$ cat config.mk
export PLATFORM = sky130hd
export DESIGN_NAME = autorange_false_color_mapper_core
export DESIGN_NICKNAME = d
export VERILOG_FILES = /design/src/design/afcm_pkg.sv /design/src/design/autorange_false_color_mapper_core.sv /design/src/design/afcm_div.sv
export SDC_FILE = /design/constraint.sdc
export NUM_CORES = 1
export LEC_CHECK = 0
export BUFFER_PORTS_ARGS = -buffer_cell sky130_fd_sc_hd__buf_2
export CORE_MARGIN = 2
export CORE_UTILIZATION = 50
export CTS_BUF_LIST = sky130_fd_sc_hd__clkbuf_8
export DETAILED_ROUTE_END_ITERATION = 12
export PLACE_DENSITY = 0.67
export SKIP_LAST_GASP = 1
export SYNTH_ARGS = -nofsm -noshare
export SYNTH_HDL_FRONTEND = slang
export SYNTH_HIERARCHICAL = 1
export SYNTH_SLANG_ARGS = --single-unit
export TNS_END_PERCENT = 50
$ cat constraint.sdc
create_clock -name clk_i -period 7.2 [get_ports clk_i]
set_input_delay 0.72 -clock clk_i [delete_from_list [all_inputs] [get_ports clk_i]]
set_output_delay 0.72 -clock clk_i [all_outputs]
set_load 0.1 [all_outputs]
$ cat src/design/afcm_pkg.sv
// afcm_pkg: shared types and constants of the autorange false colour mapper
// beat payload structs, palette index width and the 64-entry colour palette
// no dependencies
package afcm_pkg;

  localparam int SampleWidth = 16;
  localparam int IdxBits     = 6;
  localparam int ColourBits  = 8;
  localparam int NumColours  = 1 << IdxBits;

  localparam logic [IdxBits-1:0] TopIndex = 6'd63;

  typedef struct packed {
    logic                   pass_select;
    logic [SampleWidth-1:0] sample;
    logic                   first_of_frame;
  } in_t;

  typedef struct packed {
    logic [IdxBits-1:0]    palette_index;
    logic [ColourBits-1:0] red;
    logic [ColourBits-1:0] green;
    logic [ColourBits-1:0] blue;
  } out_t;

  // black to white to red, packed as red, green, blue
  localparam logic [3*ColourBits-1:0] Palette [NumColours] = '{
    24'h000000, 24'h100707, 24'h20100E, 24'h301A15,
    24'h40231C, 24'h502C23, 24'h60352A, 24'h703E31,
    24'h80473A, 24'h904F41, 24'hA05848, 24'hB0614F,
    24'hC06A56, 24'hD0735D, 24'hE07C64, 24'hF0856B,
    24'hFF8E72, 24'hFF977A, 24'hFFA082, 24'hFFAA8A,
    24'hFFB391, 24'hFFBC99, 24'hFFC5A1, 24'hFFCEA9,
    24'hFFD7B0, 24'hFFE0B8, 24'hFFE9C0, 24'hFFF2C8,
    24'hFFFBD0, 24'hFFF4D9, 24'hFFEED2, 24'hFFE8CC,
    24'hFFE2C5, 24'hFFDDBC, 24'hFFD7B6, 24'hFFD1AF,
    24'hFFCBA9, 24'hFFC5A2, 24'hFFBFA5, 24'hFFB9A9,
    24'hFFB3AD, 24'hFFADA0, 24'hFFA79D, 24'hFFA196,
    24'hFF9B8F, 24'hFF9589, 24'hFF8F82, 24'hFF897C,
    24'hFF8375, 24'hFF7D6F, 24'hFF7768, 24'hFF7162,
    24'hFF6B5B, 24'hFF6555, 24'hFF5F4E, 24'hFF5948,
    24'hFF5341, 24'hFF4D3B, 24'hFF4734, 24'hFF412E,
    24'hFF3B27, 24'hFF351F, 24'hFF2F18, 24'hFF290D
  };

endpackage

$ cat src/design/autorange_false_color_mapper_core.sv
// autorange_false_color_mapper_core: min/max tracking and palette mapping
// measure beat: taken whenever the core is idle, no result; map beat: sample registered,
// set-up state loads the divider, divider steps, finish state hands off to the output;
// clamped index: set-up, then hand-off, no divider; next beat after hand-off, which a stall holds
// reset: range min all ones, range max zero, no result pending
module autorange_false_color_mapper_core #(
  parameter int SAMPLE_BITS = 16
) (
  input  logic            clk_i,
  input  logic            rst_ni,
  input  logic            in_valid_i,
  output logic            in_stall_o,
  input  afcm_pkg::in_t   in_data_i,
  output logic            out_valid_o,
  input  logic            out_stall_i,
  output afcm_pkg::out_t  out_data_o
);
  import afcm_pkg::*;

  localparam int NumBits = SAMPLE_BITS + IdxBits;

  localparam logic [1:0] StIdle = 2'd0;
  localparam logic [1:0] StPrep = 2'd1;
  localparam logic [1:0] StDiv  = 2'd2;
  localparam logic [1:0] StFin  = 2'd3;

  logic [1:0]             state_q, state_d;
  logic [SAMPLE_BITS-1:0] min_q, max_q;
  logic [SAMPLE_BITS-1:0] smp_q;
  logic [IdxBits-1:0]     idx_q, idx_d;
  logic                   out_valid_q;
  out_t                   out_q;

  logic                   in_acc;
  logic                   out_ld;
  logic [SAMPLE_BITS-1:0] smp_in;
  logic                   clamp_lo, clamp_hi;
  logic [SAMPLE_BITS-1:0] span, offs;
  logic [NumBits-1:0]     num;
  logic                   div_start, div_done;
  logic [IdxBits-1:0]     div_quo;

  assign in_acc = in_valid_i && (state_q == StIdle);
  assign smp_in = in_data_i.sample[SAMPLE_BITS-1:0];
  assign out_ld = (state_q == StFin) && (!out_valid_q || !out_stall_i);

  assign clamp_lo  = (max_q <= min_q) || (smp_q <= min_q);
  assign clamp_hi  = smp_q >= max_q;
  assign span      = max_q - min_q;
  assign offs      = smp_q - min_q;
  // offset times 63 as offset * 64 - offset
  assign num       = {offs, {IdxBits{1'b0}}} - {{IdxBits{1'b0}}, offs};
  assign div_start = (state_q == StPrep) && !clamp_lo && !clamp_hi;

  afcm_div #(
    .DEN_BITS(SAMPLE_BITS)
  ) u_div (
    .clk_i  (clk_i),
    .rst_ni (rst_ni),
    .start_i(div_start),
    .num_i  (num),
    .den_i  (span),
    .done_o (div_done),
    .quo_o  (div_quo)
  );

  always_comb begin
    state_d = state_q;
    idx_d   = idx_q;
    case (state_q)
      StIdle: begin
        if (in_acc && in_data_i.pass_select) begin
          state_d = StPrep;
        end
      end
      StPrep: begin
        if (clamp_lo) begin
          idx_d   = '0;
          state_d = StFin;
        end else if (clamp_hi) begin
          idx_d   = TopIndex;
          state_d = StFin;
        end else begin
          state_d = StDiv;
        end
      end
      StDiv: begin
        if (div_done) begin
          idx_d   = div_quo;
          state_d = StFin;
        end
      end
      StFin: begin
        if (out_ld) begin
          state_d = StIdle;
        end
      end
      default: state_d = StIdle;
    endcase
  end

  always_ff @(posedge clk_i or negedge rst_ni) begin
    if (!rst_ni) begin
      state_q     <= StIdle;
      min_q       <= '1;
      max_q       <= '0;
      out_valid_q <= 1'b0;
    end else begin
      state_q <= state_d;
      if (in_acc && !in_data_i.pass_select) begin
        if (in_data_i.first_of_frame) begin
          min_q <= smp_in;
          max_q <= smp_in;
        end else begin
          if (smp_in < min_q) begin
            min_q <= smp_in;
          end
          if (smp_in > max_q) begin
            max_q <= smp_in;
          end
        end
      end
      if (out_ld) begin
        out_valid_q <= 1'b1;
      end else if (!out_stall_i) begin
        out_valid_q <= 1'b0;
      end
    end
  end

  always_ff @(posedge clk_i) begin
    if (in_acc) begin
      smp_q <= smp_in;
    end
    idx_q <= idx_d;
    if (out_ld) begin
      out_q.palette_index <= idx_q;
      out_q.red           <= Palette[idx_q][3*ColourBits-1:2*ColourBits];
      out_q.green         <= Palette[idx_q][2*ColourBits-1:ColourBits];
      out_q.blue          <= Palette[idx_q][ColourBits-1:0];
    end
  end

  assign in_stall_o  = (state_q != StIdle);
  assign out_valid_o = out_valid_q;
  assign out_data_o  = out_q;

  // divider only reports completion while the sequencer waits for it
  a_div_done_in_div: assert property (@(posedge clk_i) disable iff (!rst_ni)
    div_done |-> (state_q == StDiv))
    else $error("divider done outside divide state");

  // a frame restart collapses the range onto one sample
  a_first_collapses: assert property (@(posedge clk_i) disable iff (!rst_ni)
    (in_acc && !in_data_i.pass_select && in_data_i.first_of_frame)
    |=> (min_q == max_q))
    else $error("range not restarted on first beat");

  // a full, stalled output holds the finished index back
  a_fin_holds: assert property (@(posedge clk_i) disable iff (!rst_ni)
    ((state_q == StFin) && out_valid_q && out_stall_i) |=> (state_q == StFin))
    else $error("result dropped while output stalled");

  // a map beat always enters set-up, a measure beat never leaves idle
  a_map_enters_prep: assert property (@(posedge clk_i) disable iff (!rst_ni)
    (in_acc && in_data_i.pass_select) |=> (state_q == StPrep))
    else $error("map beat did not start set-up");

  // the divider starts only on a beat with an unclamped index
  a_start_in_range: assert property (@(posedge clk_i) disable iff (!rst_ni)
    div_start |-> ((smp_q > min_q) && (smp_q < max_q)))
    else $error("divider started on a clamped sample");

endmodule

$ cat src/design/afcm_div.sv
// afcm_div: serial restoring divider, one quotient bit per cycle
// quotient is known to fit in IdxBits bits; depends on afcm_pkg
module afcm_div #(
  parameter int DEN_BITS = 16
) (
  input  logic                                   clk_i,
  input  logic                                   rst_ni,
  input  logic                                   start_i,
  input  logic [DEN_BITS+afcm_pkg::IdxBits-1:0]  num_i,
  input  logic [DEN_BITS-1:0]                    den_i,
  output logic                                   done_o,
  output logic [afcm_pkg::IdxBits-1:0]           quo_o
);
  import afcm_pkg::*;

  localparam int CntBits = $clog2(IdxBits + 1);

  logic                busy_q;
  logic [CntBits-1:0]  cnt_q;
  logic                done_q;
  logic [DEN_BITS-1:0] rem_q;
  logic [DEN_BITS-1:0] den_q;
  logic [IdxBits-1:0]  low_q;
  logic [IdxBits-1:0]  quo_q;

  logic [DEN_BITS:0]   trial;
  logic [DEN_BITS:0]   diff;
  logic                ge;

  assign trial = {rem_q, low_q[IdxBits-1]};
  assign ge    = trial >= {1'b0, den_q};
  assign diff  = trial - {1'b0, den_q};

  always_ff @(posedge clk_i or negedge rst_ni) begin
    if (!rst_ni) begin
      busy_q <= 1'b0;
      cnt_q  <= '0;
      done_q <= 1'b0;
    end else begin
      done_q <= busy_q && (cnt_q == CntBits'(1));
      if (start_i) begin
        busy_q <= 1'b1;
        cnt_q  <= CntBits'(IdxBits);
      end else if (busy_q) begin
        cnt_q <= cnt_q - CntBits'(1);
        if (cnt_q == CntBits'(1)) begin
          busy_q <= 1'b0;
        end
      end
    end
  end

  always_ff @(posedge clk_i) begin
    if (start_i) begin
      rem_q <= num_i[DEN_BITS+IdxBits-1:IdxBits];
      low_q <= num_i[IdxBits-1:0];
      den_q <= den_i;
      quo_q <= '0;
    end else if (busy_q) begin
      rem_q <= ge ? diff[DEN_BITS-1:0] : trial[DEN_BITS-1:0];
      low_q <= {low_q[IdxBits-2:0], 1'b0};
      quo_q <= {quo_q[IdxBits-2:0], ge};
    end
  end

  assign done_o = done_q;
  assign quo_o  = quo_q;

endmodule
==> run summary, run 1 <==
Least-Margin Pin Slew: 1.01 ns
Number of nets in the final layout: 1299
Total Routing Usage GR: 22.5%
Final number of hold-violating endpoints: 0
Number of iterations in the first detailed-routing pass: 5
Met1 global-route usage: 31.5%
Buffer type at the clock tree root: clkbuf_8
Maximum root-to-sink buffer count: 2
Maximum frequency from static timing analysis: 200 MHz
Kind of start point of the critical path: flip-flop
Fin. max-slew vios: 0
Via count of the first global-routing pass: 8094
Number of DRC markers after the initial detailed-route iteration: 664
Remaining number of nets flagged by the antenna check after routing: 0
R2r startpoint: min_q[1]
Worst-path cell with the longest stage delay: dfstp_2
Area of the die: 22600 um^2
Detail-routed net length per standard cell: 17.1 um
Total global routing overflow: 0
Worst Path Max Fanout: 4
Launch point of the worst path: min_q[1]
Number of distinct standard cells referenced by the synthesized netlist: 100
CTS tree: done
Overall die width: 150 um
Post-route clock period utilization: 69.4%
Core area: 21000 um^2
Starting density of the core: 51.0%
Drt drc: 0
Biggest cell delay along the critical path: 0.57 ns
Final-report setup violation count: 0
Number of input and output port buffers inserted: 53
Post-synthesis instance area: 10700 um^2
CTS resizes: 0
Post-detailed-routing wire length: 24600 um
Die Ht: 150 um
Category of the worst setup path capture point: flip-flop
Post-Syn Nets: 1264
Area occupied by multi-input gates: 6370 um^2
Routed via count divided by cell count: 5.94
Primary FF master, synth: edfxtp_1
Number of filler cells placed in the layout: 1851
Final worst clock skew: 0.0150 ns
Cell type with the highest aggregate area in the netlist: edfxtp_1
Ordered cell list for the critical path: inv_1 -> ha_1 -> nor2b_1 -> o2111a_1 -> o21ai_1 -> a21boi_1 -> o21ai_0 -> and2_1 -> inv_1 -> ha_1 -> a21oi_1 -> or2_2 -> o2bb2ai_1 -> maj3_1 -> a21o_1 -> o21ai_1 -> a211oi_1 -> xnor2_1 -> and2_1 -> a41oi_2 -> o31ai_1
Worst slew margin relative to its limit: 32.2%
Min Tclk post-route: 4.99 ns
Cts bufs inserted: 17
Depth of the CTS H-tree: 4
Ratio of cells with drive above 1 in the final layout: 15.9%
Number of violations of the max-capacitance limit: 0
Sequential cell area in the final layout: 3750 um^2
Post-synthesis sequential element count: 133
Antenna violations before repair: 0
Register area share after synthesis: 35.0%
Ys Warns: 6
Unrepaired setup endpoints after global routing: no
HPWL after DPL: 18700 um
Placer Congestion: 0.875
Antenna fix cells: 0
Wire length of the first global-routing pass: 40300 um
Critical setup path kind: reg -> reg
Maximum number of pins on one net before global-route repair: 54
Largest cells by area after synthesis: edfxtp_1 24%, ha_1 14%, dfrtp_1 5.6%
Hold Crit Class: in -> async
Post-synthesis average cell area: 9.58 um^2
Post-CTS Repair Setup Buffers: 0
Critical path arrival: 5.19 ns
Outcome: completed
Number of enable flip-flop cells after synthesis: 87
Critical path required time: 7.40 ns
Sinks on the clock net: 133
Commonest cells post-synth: 121 x ha_1, 93 x inv_1, 87 x edfxtp_1, 83 x nand2_1, 81 x a21oi_1
Ys async rst share: 30.1%
Dominant cell by count in the synthesized netlist: ha_1
Number of buffers inserted for hold repair after clock tree synthesis: 0
Via count of the routed design: 8562
Most used routing layer in global routing: met2
M3 GR Usage: 3.45%
Clock latency of the later-clocked register in the worst-skew pair: 0.47 ns
Met2 Track Usage GR: 35.4%
Top-level port count: 54
Clock slew at reported path FFs: 0.09 ns
Number of placement rows: 53
Setup TNS after final layout: 0 ns
Cell count after synthesis: 1118
Layout area overhead: 8.23%
Post-synth top area share: 24.4%
[placed cells by master, fill, tap and decap left out, types with 17 or more instances in the layout]
cell	n
clkbuf_8	17
a21o_1	30
nand2_1	83
edfxtp_1	87
dfrtp_1	24
inv_1	93
nand3_1	25
xnor2_1	31
a21oi_1	81
a31oi_1	21
buf_2	53
xor2_1	17
nor2_1	69
ha_1	121
o21ai_0	67
o211ai_1	17
mux2_2	35
[through the flow]
| step | cells | setup WS (ns) | utilization (%) | cell area (um^2) | hold slack [ns] |
|---|---|---|---|---|---|
| floorplan | 1118 | 2.71 | - | 10700 | 0.424 |
| global placement | 1409 | 2.38 | 53.0 | 11100 | 0.474 |
| detailed placement | 1409 | 2.25 | 53.0 | 11100 | 0.510 |
| CTS | 1441 | 2.22 | 55.2 | 11600 | 0.416 |
| global route | 1441 | 1.87 | 55.2 | 11600 | 0.465 |
| finish | 1441 | 2.21 | 55.2 | 11600 | 0.398 |
[worst max-delay path: cells and delay by family (launching register included)]
kind / cells / cell delay (ns)
AOI/OAI and AO/OA: 11 / 1.97
xor gates and xnor gates: 1 / 0.14
adders and majority gates: 3 / 1.05
buffers and inverters: 2 / 0.16
DFF: 1 / 0.57
and+or+nand+nor: 4 / 0.83
[registers in the layout, summed over array words and instances, names as in the netlist]
register and cells:
max_q 16, u_div/den_q 16, smp_q 16, out_data_o 27
u_div/done_o 1, idx_q 6, out_valid_o 1, u_div/rem_q 16
u_div/quo_o 6, u_div/busy_q 1, u_div/cnt_q 3, state_q 2
min_q 16, u_div/low_q 6
[path summary, 6_finish.rpt]
check,slack (ns),end,cells past startpoint
worst max register to register,2.21,u_div/rem_q[15],21
worst min-delay path,0.40,max_q[0],1
min in group clk_i,0.47,smp_q[0],1
worst min register to register,0.52,u_div/quo_o[5],2
max in group asynchronous,6.19,u_div/cnt_q[1],1
worst max-delay path,2.21,u_div/rem_q[15],21
[cell type report]
cell class / count / share of cell area (%)
clock buffers: 17 / 2.02
clock inverters: 15 / 1.87
inverters: 95 / 3.07
multi-input cells: 845 / 54.9
flip-flops and latches: 133 / 32.4
well taps: 275 / 2.97
repair buffers: 61 / 2.81
[cells by family after synthesis]
family	Yosys count	share of synthesized area (%)
mux	52	5.64
simple gates	275	12.6
compound gates	341	21.7
flops	133	35.0
xor+xnor	52	4.65
fa+ha+maj	125	14.8
buf+inv	140	5.59
[routing by layer]
metal	vias up	share of wire (%)
met3	39	4.4
met2	236	45
met1	4103	48
li1	4184	-
met4	0	2.3
met5	-	0
Power of run 1 is not shown: default switching activity piles up to over one toggle a cycle in this logic, so the estimate is an artifact.
==> inputs of run 2 (changes only) <==
--- a/config.mk
+++ b/config.mk
@@ -10,7 +10,7 @@
 export CORE_UTILIZATION = 50
 export CTS_BUF_LIST = sky130_fd_sc_hd__clkbuf_8
 export DETAILED_ROUTE_END_ITERATION = 12
-export PLACE_DENSITY = 0.67
+export PLACE_DENSITY = 0.7
 export SKIP_LAST_GASP = 1
 export SYNTH_ARGS = -nofsm -noshare
 export SYNTH_HDL_FRONTEND = slang
==> constraint.sdc (replaced) <==
create_clock -name clk_i -period 4.5 [get_ports clk_i]
set_input_delay 0.45 -clock clk_i [delete_from_list [all_inputs] [get_ports clk_i]]
set_output_delay 0.45 -clock clk_i [all_outputs]
set_load 0.1 [all_outputs]
==> run 2 against run 1 <==
  * Clock skew up 0.0043 ns
  * Worst hold slack worse by 0.27 ns
  * Flip-flop and latch count unchanged
  * Die area did not move
  * Core utilization increased by 1.4 points
  * Global-route usage increased by 0.091 points
==> run summary, run 2 (synthesis gave the netlist of run 1 again) <==
Kind of start point of the critical path: flip-flop
Detail-routed net length per standard cell: 17.1 um
Worst-case setup margin in the final layout: 0.144 ns
Area of the die: 22600 um^2
Number of nets in the final layout: 1325
Largest register FFs: 27
Post-detailed-routing wire length: 25100 um
Top Family by Delay on Critical Path: compound AO/OA/AOI/OAI gates
Final number of hold-violating endpoints: 0
Setup TNS after final layout: 0 ns
Placer Congestion: 0.892
Fin. max-slew vios: 0
Number of input and output port buffers inserted: 53
Met1 Wirelength: 11800 um
Critical path arrival: 4.56 ns
Buffer type at the clock tree root: clkbuf_8
Die Ht: 150 um
Remaining number of nets flagged by the antenna check after routing: 0
CTS tree: done
Clock latency of the later-clocked register in the worst-skew pair: 0.46 ns
Least-Margin Pin Slew: 0.997 ns
Starting density of the core: 51.0%
Critical path buffer and inverter count: 2
Setup slack, reg-to-reg: 0.14 ns
Antenna fix cells: 0
Hold slack: 0.133 ns
Most common cell after layout, fill and taps aside: ha_1
Final worst clock skew: 0.0194 ns
Maximum number of pins on one net before global-route repair: 49
Maximum root-to-sink buffer count: 2
Top-level port count: 54
Ratio of cells with drive above 1 in the final layout: 19.6%
Worst slack after detailed placement: -0.0455 ns
Highest-count cells in the layout ignoring fill and taps: 116 x ha_1, 91 x inv_1, 87 x edfxtp_1
Wire length of the first global-routing pass: 40800 um
HPWL after DPL: 18500 um
Sinks on the clock net: 133
Worst Path Max Fanout: 4
Uppermost signal routing layer after detailed routing: met4
Post-route clock period utilization: 96.8%
Drt drc: 0
Overall die width: 150 um
Met2 Wirelength: 11700 um
Number of violations of the max-capacitance limit: 0
Number of iterations in the first detailed-routing pass: 5
Core area: 21000 um^2
Min Tclk post-route: 4.36 ns
Critical setup path kind: reg -> reg
Clock slew at reported path FFs: 0.09 ns
Category of the worst setup path capture point: flip-flop
Layout area overhead: 11.0%
Via count of the routed design: 8660
Outcome: completed
Number of DRC markers after the initial detailed-route iteration: 589
Final Core Density: 56.6%
Routed via count divided by cell count: 5.90
Biggest cell delay along the critical path: 0.54 ns
Worst-path cell with the longest stage delay: dfstp_2
Maximum frequency from static timing analysis: 230 MHz
Final-report setup violation count: 0
Antenna violations before repair: 0
Critical path required time: 4.70 ns
Via count of the first global-routing pass: 8220
Cts bufs inserted: 17
Depth of the CTS H-tree: 4
Ordered cell list for the critical path: inv_1 -> ha_4 -> nor2b_1 -> o2111a_1 -> o21ai_2 -> a21boi_2 -> or3_4 -> and2_4 -> inv_2 -> ha_4 -> a21oi_4 -> nand2_2 -> nor2_2 -> o31ai_2 -> a31oi_1 -> a221o_1 -> o211ai_2 -> nor4_2 -> xnor2_1 -> and2_1 -> a41oi_2 -> o31ai_1
Worst slew margin relative to its limit: 33.5%
Total Routing Usage GR: 22.6%
Number of placement rows: 53
Most frequent cell on the critical path: ha_4
Met3 wire length: 1100 um
Hold Crit Class: in -> async
Total global routing overflow: 0
-- run 2: changes by cell type in the layout (fill, tap and decap cells not counted), moves of 3 or more --
cell / delta
o21ai_2: +3
buf_12: +3
buf_4: +23
ha_4: +4
ha_1: -5
bufinv_16: -3
-- run 2: what timing repair did --
action,CTS,global route
hold buffers,0,0
setup endpoints to repair,1,29
gates resized for setup,3,26
pin swaps,2,14
setup buffers,1,5
-- run 2: worst reg2reg max path, stage by stage (launching register included) --
cell and delay, ns:
dfstp_2 0.54, inv_1 0.07, ha_4 0.22, nor2b_1 0.14, o2111a_1 0.28, o21ai_2 0.18
a21boi_2 0.08, or3_4 0.37, and2_4 0.17, inv_2 0.06, ha_4 0.22, a21oi_4 0.18
nand2_2 0.11, nor2_2 0.16, o31ai_2 0.08, a31oi_1 0.20, a221o_1 0.26, o211ai_2 0.13
nor4_2 0.18, xnor2_1 0.10, and2_1 0.15, a41oi_2 0.13, o31ai_1 0.09
-- run 2: through the flow --
step                      cell area, um^2  std cells
final                               11900       1467
after global routing                11900       1467
after CTS                           11700       1462
after detailed placement            11300       1429
after global placement              11300       1429
after floorplan                     10700       1118
-- run 2: routing by layer --
layer  up-vias  GRT usage (%)
met5         -              0
met4         0           7.41
met3        38           3.42
met2       258           36.0
met1      4109           31.6
li1       4255              -
-- run 2: cell type report --
cell class                      instances  area (um^2)
Multi-Input combinational cell        845         6500
Inverter                               95          360
Timing Repair Buffer                   87          558
Clock buffer                           17          234
Clock inverter                         15          141
Fill cell                            1837         9130
Tap cell                              275          344
Sequential cell                       133         3750
-- run 2: final timing paths --
kind,end,depth (start not counted),startpoint
setup reg to reg,u_div/rem_q[14],22,min_q[1]
min in group clk_i,smp_q[0],1,in_data_i[1]
hold / removal,max_q[0],1,rst_ni
setup / recovery,u_div/rem_q[14],22,min_q[1]
max in group asynchronous,max_q[13],1,rst_ni
hold reg to reg,u_div/quo_o[0],2,u_div/quo_o[0]
Power of run 2 is left out for the same reason.
